## config.mk

```make
export PLATFORM = sky130hd
export DESIGN_NAME = ppm_frame_decoder_core
export DESIGN_NICKNAME = d
export VERILOG_FILES = /design/src/design/ppmfd_pkg.sv /design/src/design/ppm_frame_decoder_core.sv /design/src/design/ppmfd_decode.sv
export SDC_FILE = /design/constraint.sdc
export NUM_CORES = 1
export LEC_CHECK = 0
export BUFFER_PORTS_ARGS = -buffer_cell sky130_fd_sc_hd__buf_2
export CAP_MARGIN = 20
export CORE_ASPECT_RATIO = 0.9
export CORE_MARGIN = 2
export CORE_UTILIZATION = 40
export CTS_CLUSTER_DIAMETER = 100
export CTS_CLUSTER_SIZE = 30
export DETAILED_ROUTE_END_ITERATION = 8
export PLACE_DENSITY_LB_ADDON = 0.05
export SYNTH_ARGS = -nofsm -noshare
export SYNTH_HDL_FRONTEND = slang
export SYNTH_HIERARCHICAL = 1
export SYNTH_SLANG_ARGS = --single-unit
```

## constraint.sdc

```tcl
create_clock -name i_clk -period 8 [get_ports i_clk]
set_input_delay 0.8 -clock i_clk [delete_from_list [all_inputs] [get_ports i_clk]]
set_output_delay 0.8 -clock i_clk [all_outputs]
set_load 0.005 [all_outputs]
```

## src/design/ppmfd_pkg.sv

```systemverilog
// Shared types, codes and reset constants of the PPM frame decoder.
package ppmfd_pkg;

    // Widths of the item fields and of the decoder state
    localparam int TIME_W   = 16;
    localparam int US_W     = 15;
    localparam int CFG_W    = 15;
    localparam int CHAN_W   = 3;
    localparam int VALUE_W  = 16;
    localparam int POS_W    = 4;
    localparam int STATUS_W = 2;
    localparam int INDEX_W  = 3;

    // Default number of channels in one frame
    localparam int CHANNELS_DEF = 8;

    // Result status codes
    localparam logic [STATUS_W-1:0] ST_IGNORED = 2'd0;
    localparam logic [STATUS_W-1:0] ST_SYNC    = 2'd1;
    localparam logic [STATUS_W-1:0] ST_CHANNEL = 2'd2;
    localparam logic [STATUS_W-1:0] ST_LOST    = 2'd3;

    // Configuration register indexes
    localparam logic [INDEX_W-1:0] REG_SYNC_MIN  = 3'd0;
    localparam logic [INDEX_W-1:0] REG_SYNC_MAX  = 3'd1;
    localparam logic [INDEX_W-1:0] REG_PULSE_MIN = 3'd2;
    localparam logic [INDEX_W-1:0] REG_PULSE_MAX = 3'd3;
    localparam logic [INDEX_W-1:0] REG_CENTER    = 3'd4;

    // Configuration reset values in microseconds
    localparam logic [CFG_W-1:0] SYNC_MIN_RST  = 15'd4000;
    localparam logic [CFG_W-1:0] SYNC_MAX_RST  = 15'd16000;
    localparam logic [CFG_W-1:0] PULSE_MIN_RST = 15'd800;
    localparam logic [CFG_W-1:0] PULSE_MAX_RST = 15'd2200;
    localparam logic [CFG_W-1:0] CENTER_RST    = 15'd1500;

    // Limits and center used by the decode logic
    typedef struct packed {
        logic [CFG_W-1:0] sync_min_us;
        logic [CFG_W-1:0] sync_max_us;
        logic [CFG_W-1:0] pulse_min_us;
        logic [CFG_W-1:0] pulse_max_us;
        logic [CFG_W-1:0] center_us;
    } t_cfg;

    // One decoded result item
    typedef struct packed {
        logic [STATUS_W-1:0]       status;
        logic [CHAN_W-1:0]         channel;
        logic signed [VALUE_W-1:0] value;
        logic                      frame_done;
    } t_result;

endpackage

```

## src/design/ppm_frame_decoder_core.sv

```systemverilog
// Top level of the PPM frame decoder: handshakes, configuration and state registers.
//
// Decodes an RC PPM pulse train from 2 MHz capture timestamps. Every accepted
// capture item yields exactly one result item (ignored, sync found, channel
// value or sync lost). The block takes one item per cycle while the output is
// not stalled. An item sits in the input register, where a single subtract and a
// few compares decide its result. The result then moves to the output register
// and waits there until it is taken. The input stalls only when both registers
// hold an item and the output is stalled. Frame position and the previous
// timestamp update as each result is registered. Configuration writes are
// always ready and should be issued only while no item is in flight.
module ppm_frame_decoder_core #(
    parameter int CHANNELS = ppmfd_pkg::CHANNELS_DEF
) (
    input  logic                                i_clk,
    input  logic                                i_rst_n,
    // capture items
    input  logic                                i_in_valid,
    output logic                                o_in_stall,
    input  logic [ppmfd_pkg::TIME_W-1:0]        i_capture_time,
    // result items
    output logic                                o_out_valid,
    input  logic                                i_out_stall,
    output logic [ppmfd_pkg::STATUS_W-1:0]      o_status,
    output logic [ppmfd_pkg::CHAN_W-1:0]        o_channel,
    output logic signed [ppmfd_pkg::VALUE_W-1:0] o_value,
    output logic                                o_frame_done,
    // configuration writes
    input  logic                                i_cfg_valid,
    output logic                                o_cfg_ready,
    input  logic [ppmfd_pkg::INDEX_W-1:0]       i_cfg_index,
    input  logic [ppmfd_pkg::CFG_W-1:0]         i_cfg_data
);
    import ppmfd_pkg::*;

    t_cfg              r_cfg;
    logic              r_in_valid;
    logic [TIME_W-1:0] r_in_time;
    logic              r_out_valid;
    t_result           r_res;
    logic [TIME_W-1:0] r_prev;
    logic [POS_W-1:0]  r_pos;

    t_result           w_res;
    logic [POS_W-1:0]  n_pos;
    logic              w_adv;
    logic              w_load;
    logic              w_accept;

    // Advance when the output register is empty or being drained
    assign w_adv       = !r_out_valid || !i_out_stall;
    assign w_load      = w_adv && r_in_valid;
    assign o_in_stall  = r_in_valid && !w_adv;
    assign w_accept    = i_in_valid && !o_in_stall;
    assign o_cfg_ready = 1'b1;

    // Write configuration registers
    always_ff @(posedge i_clk) begin
        if (!i_rst_n) begin
            r_cfg.sync_min_us  <= SYNC_MIN_RST;
            r_cfg.sync_max_us  <= SYNC_MAX_RST;
            r_cfg.pulse_min_us <= PULSE_MIN_RST;
            r_cfg.pulse_max_us <= PULSE_MAX_RST;
            r_cfg.center_us    <= CENTER_RST;
        end else if (i_cfg_valid && o_cfg_ready) begin
            case (i_cfg_index)
                REG_SYNC_MIN:  r_cfg.sync_min_us  <= i_cfg_data;
                REG_SYNC_MAX:  r_cfg.sync_max_us  <= i_cfg_data;
                REG_PULSE_MIN: r_cfg.pulse_min_us <= i_cfg_data;
                REG_PULSE_MAX: r_cfg.pulse_max_us <= i_cfg_data;
                REG_CENTER:    r_cfg.center_us    <= i_cfg_data;
                default: ;
            endcase
        end
    end

    // Capture the incoming item; an empty input register fills even while the output is held
    always_ff @(posedge i_clk) begin
        if (!i_rst_n) begin
            r_in_valid <= 1'b0;
        end else if (w_adv || !r_in_valid) begin
            r_in_valid <= w_accept;
        end
    end

    always_ff @(posedge i_clk) begin
        if (w_accept) begin
            r_in_time <= i_capture_time;
        end
    end

    // Decode the held item against the current frame state
    ppmfd_decode #(
        .CHANNELS (CHANNELS)
    ) u_decode (
        .i_time     (r_in_time),
        .i_prev     (r_prev),
        .i_pos      (r_pos),
        .i_cfg      (r_cfg),
        .o_res      (w_res),
        .o_pos_next (n_pos)
    );

    // Update frame state as the result is registered
    always_ff @(posedge i_clk) begin
        if (!i_rst_n) begin
            r_prev <= '0;
            r_pos  <= '0;
        end else if (w_load) begin
            r_prev <= r_in_time;
            r_pos  <= n_pos;
        end
    end

    // Hold the result until taken
    always_ff @(posedge i_clk) begin
        if (!i_rst_n) begin
            r_out_valid <= 1'b0;
        end else if (w_adv) begin
            r_out_valid <= r_in_valid;
        end
    end

    always_ff @(posedge i_clk) begin
        if (w_load) begin
            r_res <= w_res;
        end
    end

    assign o_out_valid  = r_out_valid;
    assign o_status     = r_res.status;
    assign o_channel    = r_res.channel;
    assign o_value      = r_res.value;
    assign o_frame_done = r_res.frame_done;

    // Frame position never passes the last channel
    a_pos_range: assert property (@(posedge i_clk) disable iff (!i_rst_n)
        r_pos <= POS_W'(CHANNELS))
        else $error("frame position beyond last channel");

    // Fields other than status are zero unless a channel value is reported
    a_fields_zero: assert property (@(posedge i_clk) disable iff (!i_rst_n)
        (o_out_valid && o_status != ST_CHANNEL) |->
            (o_channel == '0 && o_value == '0 && !o_frame_done))
        else $error("result fields set without a channel value");

    // A sync result arms the decoder at the first channel
    a_sync_arms: assert property (@(posedge i_clk) disable iff (!i_rst_n)
        (w_load && w_res.status == ST_SYNC) |=> (r_pos == POS_W'(1)))
        else $error("sync found without arming");

    // Frame end and sync loss return the decoder to waiting for sync
    a_frame_end: assert property (@(posedge i_clk) disable iff (!i_rst_n)
        (w_load && (w_res.frame_done || w_res.status == ST_LOST)) |=> (r_pos == '0))
        else $error("decoder still armed after frame end or sync loss");

    // The input side stalls only when a held item cannot move on
    a_stall_cause: assert property (@(posedge i_clk) disable iff (!i_rst_n)
        o_in_stall |-> (r_in_valid && r_out_valid && i_out_stall))
        else $error("input stalled without a blocked item");

endmodule

```

## src/design/ppmfd_decode.sv

```systemverilog
// Interval measurement and frame state decision for one capture item.
module ppmfd_decode #(
    parameter int CHANNELS = ppmfd_pkg::CHANNELS_DEF
) (
    input  logic [ppmfd_pkg::TIME_W-1:0] i_time,
    input  logic [ppmfd_pkg::TIME_W-1:0] i_prev,
    input  logic [ppmfd_pkg::POS_W-1:0]  i_pos,
    input  ppmfd_pkg::t_cfg              i_cfg,
    output ppmfd_pkg::t_result           o_res,
    output logic [ppmfd_pkg::POS_W-1:0]  o_pos_next
);
    import ppmfd_pkg::*;

    localparam logic [POS_W-1:0] LAST_POS = POS_W'(CHANNELS);

    logic [TIME_W-1:0]  w_diff;
    logic [US_W-1:0]    w_us;
    logic               w_armed;
    logic               w_in_pulse;
    logic               w_in_sync;
    logic [POS_W-1:0]   w_idx;

    // Measure the interval with 16-bit wrap, halved to microseconds
    assign w_diff = i_time - i_prev;
    assign w_us   = w_diff[TIME_W-1:1];

    // Window checks against the configured limits
    assign w_armed    = (i_pos != '0) && (i_pos <= LAST_POS);
    assign w_in_pulse = (w_us > i_cfg.pulse_min_us) && (w_us < i_cfg.pulse_max_us);
    assign w_in_sync  = (w_us > i_cfg.sync_min_us) && (w_us < i_cfg.sync_max_us);
    assign w_idx      = i_pos - POS_W'(1);

    // Decide the result and the next frame position
    always_comb begin
        o_res      = '0;
        o_pos_next = '0;
        if (w_armed) begin
            if (w_in_pulse) begin
                o_res.status  = ST_CHANNEL;
                o_res.channel = w_idx[CHAN_W-1:0];
                o_res.value   = VALUE_W'({1'b0, w_us}) - VALUE_W'({1'b0, i_cfg.center_us});
                if (i_pos == LAST_POS) begin
                    o_res.frame_done = 1'b1;
                end else begin
                    o_pos_next = i_pos + POS_W'(1);
                end
            end else begin
                o_res.status = ST_LOST;
            end
        end else if (w_in_sync) begin
            o_res.status = ST_SYNC;
            o_pos_next   = POS_W'(1);
        end
    end

endmodule
```

==> Word level (Yosys, flattened, before mapping) <==
Index checks and enable logic that the tools add are counted.
{ "classes": {"add_sub_neg": 4, "n_lt_le_gt_ge": 5, "n_eq_ne": 5, "mux": 8, "reduce_logical": 21} }
{ "ops": {"columns": ["cell", "n"], "rows": [
  ["15-bit > comparator", 2],
  ["15-bit < comparator", 2],
  ["15-bit by 15-bit subtractor with 16-bit output", 1],
  ["16-bit subtractor", 1],
  ["4-bit 2-to-1 mux", 3],
  ["2-bit AND reduction", 6],
  ["3-bit by 2-bit equality test with 1-bit output, second input constant", 2],
  ["1-bit logical AND", 6],
  ["1-bit logical NOT", 5],
  ["4-bit by 1-bit adder with 4-bit output, second input constant", 1],
  ["4-bit equality test, second input constant", 1],
  ["4-bit less-or-equal comparator, second input constant", 1],
  ["1-bit 2-to-1 mux", 4],
  ["4-bit nonzero test", 1],
  ["3-bit by 1-bit equality test with 1-bit output, second input constant", 1],
  ["3-bit equality test, second input constant", 1],
  ["3-bit logical NOT", 1],
  ["3-bit by 1-bit subtractor with 3-bit output, second input constant", 1],
  ["1-bit logical OR", 2],
  ["2-bit 2-to-1 mux", 1]
]} }
{ "totals": {"ff_bits": 135, "in_bits": 39, "output_inout_bits": 25, "elab_cells": 57} }

==> Logic depth before layout (Yosys ltp) <==
{ "logic_depth": {"ltp_word": 6, "ltp_mapped": 19, "ltp_nobuf": 17} }

==> Hierarchy <==
The synthesis kept the hierarchy.
{ "modules_own_cells": {"columns": ["module", "n_inst", "cells_each", "area_per_inst_um2", "seq_area_each_um2"], "rows": [
  ["ppm_frame_decoder_core", 1, 415, 4936.0, 3083.0],
  ["ppmfd_decode", 1, 443, 3081.7, 0.0]
]} }

==> Worst setup path before layout <==
No wires, ideal clock.
{ "synth_path": {"path_kind": "register to register", "start": "register r_in_time[8]", "end": "register r_pos[1]", "setup_ns": 0.072, "arrival_ns": 3.910, "required_ns": 7.928, "slack_ns": 4.019, "stages_incl_launch_ff": 18, "period_less_slack_ns": 3.981, "cell_sequence": "edfxtp_1 > ha_1 > a21o_1 > a21o_1 > or3_1 > o211a_1 > a221o_1 > xor2_1 > ha_1 > and3_1 > nand4_1 > nor3_1 > nor3_1 > nand4_1 > clkbuf_1 > nor2_1 > nand2_1 > mux2i_1"} }
{ "synth_via": {"elab_chain_len": 5, "word_cells_on_any_way": 6, "cone_classes": "add/sub (1); order compare (2); mux (2); reduce/logical (1)"} }
{ "synth_lines": {"columns": ["element", "line_no", "source"], "rows": [
  ["from (decl)", "ppm_frame_decoder_core.sv:38", "logic [TIME_W-1:0] r_in_time;"],
  ["from (signal assigned)", "ppm_frame_decoder_core.sv:88", "r_in_time <= i_capture_time;"],
  ["16-bit subtractor (*)", "ppmfd_decode.sv:24", "assign w_diff = i_time - i_prev;"],
  ["15-bit > comparator or 15-bit < comparator (tied branches)", "ppmfd_decode.sv:29", "assign w_in_pulse = (w_us > i_cfg.pulse_min_us) && (w_us < i_cfg.pulse_max_us);"],
  ["1-bit logical AND (*)", "ppmfd_decode.sv:29", null],
  ["4-bit 2-to-1 mux (*)", "ppmfd_decode.sv:38", "if (w_in_pulse) begin"],
  ["4-bit 2-to-1 mux (*)", "ppmfd_decode.sv:37", "if (w_armed) begin"],
  ["named net n_pos[1]", "ppm_frame_decoder_core.sv:45", "logic [POS_W-1:0] n_pos;"],
  ["to (signal assigned)", "ppm_frame_decoder_core.sv:111", "r_pos <= n_pos;"],
  ["to (decl)", "ppm_frame_decoder_core.sv:42", "logic [POS_W-1:0] r_pos;"]
]} }
Mark *: on every way through the listed nets, which the timed path passes. The rest lies on a longest branch.
A chain may end at the register's enable or synchronous reset.

==> Final worst setup path <==
{ "layout_path": {"start": "register r_in_time[2]", "end": "register r_res, in the netlist o_value[10] (data pin)"} }
{ "layout_via": {"elab_chain_len": 4, "word_cells_on_any_way": 6, "cone_classes": "add/sub (2); order compare (2); reduce/logical (2)"} }
{ "layout_lines": {"columns": ["element", "line_no", "source"], "rows": [
  ["16-bit subtractor (*)", "ppmfd_decode.sv:24", null],
  ["15-bit > comparator or 15-bit < comparator (tied branches)", "ppmfd_decode.sv:29", null],
  ["1-bit logical AND", "ppmfd_decode.sv:29", null],
  ["2-bit AND reduction (no source line)", null, null],
  ["to (signal assigned)", "ppm_frame_decoder_core.sv:126", "r_res <= w_res;"],
  ["to (decl)", "ppm_frame_decoder_core.sv:40", "t_result r_res;"]
]} }
Every way passes the cells marked *; elsewhere a longest branch is shown, timed or not.

==> metrics.md <==
| Metric | Value |
|---|---|
| WS Path Type | flop to flop |
| VDD IR-drop max | 0.126 mV |
| I/O Buffers | 62 |
| Global route overflow | 0 |
| Crit. End Element | flop |
| Largest buffer count on any clock path | 2 |
| First-pass GRT wire length | 33000 µm |
| Worst path depth | 14 |
| Tightest Pin Transition | 1.05 ns |
| Slowest stage delay, CP | 0.74 ns |
| Clk_lat worst skew | 0.42 ns |
| Status | finished clean |
| Die ar. | 21200 µm² |
| Power, Total | 0.00202 W |
| Avg WL per Cell | 16.9 µm |
| Critical-path top delay cell | nand4_1 |
| Multi-input logic area | 4430 µm² |
| Inserted Diodes | 0 |
| CTS Buf Count | 17 |
| RSZ-0062 raised after global routing | false |
| Register clock-pin slew on the reported worst setup and hold paths | 0.06 ns |
| Crit path setup slack, layout | 2.99 ns |
| Critical Path End | o_value[10] |
| Design area | 9150 µm² |
| Reg2reg start | r_in_time[2] |
| Layout cells sized above 1 | 0.117 |
| Vias/cell | 5.17 |
| Seq cells post-synth | 135 |
| Core ar. | 19800 µm² |
| Area grow syn2layout | 14.1% |
| DRC | 0 |
| Switching power | 0.000609 W |
| CP Launch Point | r_in_time[2] |
| Chip Height | 138 µm |
| RR Endpoint | o_value[10] |
| Cells after Synth | 858 |
| Hold Path Class | flop to flop |
| Setup violators final | 0 |
| Primary FF master, synth | dfxtp_1 |
| Register area | 3080 µm² |
| Sequential share of power | 0.367 |
| Vias | 6109 |
| Final setup TNS | 0 ns |
| # H-tree levels | 4 |
| Post-synth EDFFs | 38 |
| CP Cell Sequence | ha_1 > nand2_1 > o21ai_0 > a41oi_1 > o31a_1 > a21oi_1 > xor2_1 > ha_1 > and3_1 > nand4_1 > nor3_1 > nor3_1 > nand4_1 > a311oi_1 |
| Max-cap viol count | 0 |
| WL final | 19900 µm |
| Most frequent cells after synthesis | nand2_1, dfxtp_1, mux2i_1 |
| Leakage | 4.11 nW |
| Gpl congestion | 0.859 |
| Post-CTS sizing | 0 |
| CTS tree | yes |
| Yosys Warn Count | 6 |
| Pre-CTS WS | 3.00 ns |
| Std-Cell Rows | 49 |
| Worst Path Max Fanout | 19 |
| Worst EP arrival | 5.22 ns |
| CP top delay family | compound AO/OA/AOI/OAI gates |
| I/O pins | 64 |
| Startpoint types | flop |
| Pre-antenna DRT Iters | 5 |
| Slew Limit Fails | 0 |
| GRT Overall Usage | 0.196 |
| Initial antenna violation count | 0 |
| Filler Cell Count | 1913 |
| Worst Path Buf+Inv | 0 |
| FMAX | 0.200 GHz |
| Largest net degree at the start of global routing | 76 |
| Critical Path RT | 8.21 ns |
| Comb pwr share | 0.235 |
| Period utilization | 0.626 |
| Cell Area, Placed | 8540 µm² |
| Post-synth ARST share | 0 |
| Post-Syn Area | 8020 µm² |
| Layout Skew | 0.0113 ns |
| Initial core utilization | 0.405 |
| Vias in the first global route | 6139 |
| Post-Syn Nets | 988 |
| Mapped Avg Cell Area | 9.34 µm² |
| # nets final | 1043 |
| Synth area leaders | dfxtp_1, edfxtp_1, ha_1 |
| CTS sink cnt | 135 |
| Synth area leader | dfxtp_1 |
| First DRT Iteration DRCs | 350 |
| Reg2Reg Setup Slack | 2.99 ns |
| Max-slew headroom | 0.303 |
| Placed wire-length estimate | 14900 µm |
| Power share of the clock group | 0.398 |
| Internal Pwr Total | 0.00141 W |
| Switching Fraction | 0.301 |
| Post-CTS setup buffers | 0 |
| Hold_sp | r_prev[2] |
| CTS hold repair buffers | 0 |
| PD cells | 221 nW/µm² |
| Most numerous cell in the Yosys netlist | nand2_1 |
| Fin crit period | 5.01 ns |
| Cell variety after synth | 60 |
| Die width | 153 µm |
| Synth top area share | 0.242 |
| Sequential share of the synthesized area | 0.385 |
| Root Driver | clkbuf_16 |
| Antenna-violating nets left | 0 |
| R2R depth | 14 |
| Final hold violation count | 0 |
==> per-stage QoR <==
| stage | std cells | hold slack (ns) | util |
|---|---|---|---|
| 2_1_floorplan | 858 | 0.430 | - |
| 3_3_place_gp | 1149 | 0.439 | 0.431 |
| 3_5_place_dp | 1149 | 0.451 | 0.431 |
| 4_1_cts | 1181 | 0.459 | 0.462 |
| 5_1_grt | 1181 | 0.477 | 0.462 |
| 6_report | 1181 | 0.456 | 0.462 |
==> kinds of logic (layout without fill, tap and decap cells) <==
| logic type | Yosys count | count (layout) | synth area share |
|---|---|---|---|
| AOI/OAI and AO/OA | 116 | 116 | 0.0964 |
| muxes | 97 | 97 | 0.121 |
| xor gates and xnor gates | 22 | 22 | 0.0240 |
| and+or+nand+nor | 269 | 269 | 0.165 |
| DFF | 135 | 135 | 0.385 |
| buffers and inverters | 127 | 195 | 0.0649 |
| other | 1 | 1 | 0.000468 |
| adders and majority gates | 91 | 91 | 0.144 |
==> flip-flops by register name, indices dropped and copies added (netlist names) <==
register / cells
r_in_time: 16
o_status: 2
r_cfg: 75
r_in_valid: 1
o_channel: 3
r_pos: 4
o_out_valid: 1
o_frame_done: 1
r_prev: 16
o_value: 16
==> worst min-delay path: stages (launching register included) <==
cell	delay (ns)
dfxtp_1	0.31
nand2_1	0.05
mux2i_1	0.05
==> power groups by stage <==
stage	registers, W	logic (W)	clock network [W]
2_1_floorplan	0.000754	0.000342	0
6_report	0.000742	0.000476	0.000804
5_1_grt	0.000745	0.000537	0.000859
3_5_place_dp	0.000757	0.000470	0
4_1_cts	0.000742	0.000473	0.000826
3_3_place_gp	0.000756	0.000461	0
==> how the worst min path moves through the flow <==
stage               cells past startpoint  slack, ns          to
floorplan                               2       0.43   r_prev[0]
global placement                        2       0.44   r_prev[0]
detailed placement                      2       0.45   r_cfg[51]
CTS                                     2       0.46   r_cfg[51]
global route                            2       0.48  r_prev[12]
finish                                  2       0.46   r_prev[2]
==> area by class of cell <==
cell class / instances / area share
clock buffers: 18 / 0.0469
repair buffers: 67 / 0.0383
flip-flops and latches: 135 / 0.337
multi-input cells: 596 / 0.484
clock inverters: 14 / 0.0191
inverters: 96 / 0.0394
well taps: 255 / 0.0349
==> layer usage <==
| layer | vias to the layer above | wire length, µm | GRT usage | part of all wire |
|---|---|---|---|---|
| met5 | - | 0 | 0 | 0 |
| met4 | 0 | 362 | 0.0580 | 0.018 |
| met3 | 22 | 623 | 0.0345 | 0.031 |
| met2 | 101 | 9300 | 0.322 | 0.47 |
| met1 | 2919 | 9620 | 0.265 | 0.48 |
| li1 | 3067 | - | - | - |
==> cells in the final DEF (no fill, tap or decap), types with 4 or more instances in the layout <==
master / synthesis / final
nand2_1: 125 / 125
mux2i_1: 97 / 97
dfxtp_1: 97 / 97
inv_1: 96 / 96
ha_1: 89 / 89
buf_2: 7 / 61
nor2b_1: 51 / 51
edfxtp_1: 38 / 38
a21oi_1: 34 / 34
nor2_1: 31 / 31
o21ai_0: 21 / 21
clkbuf_16: 0 / 17
a21o_1: 17 / 17
xnor2_1: 13 / 13
nor3_1: 11 / 11
nand3_1: 11 / 11
nand4_1: 11 / 11
xor2_1: 9 / 9
a31oi_1: 7 / 7
and3_1: 6 / 6
buf_4: 3 / 6
clkinv_4: 0 / 5
o211ai_1: 5 / 5
a211oi_1: 4 / 4
(Power assumes the default switching activity.)
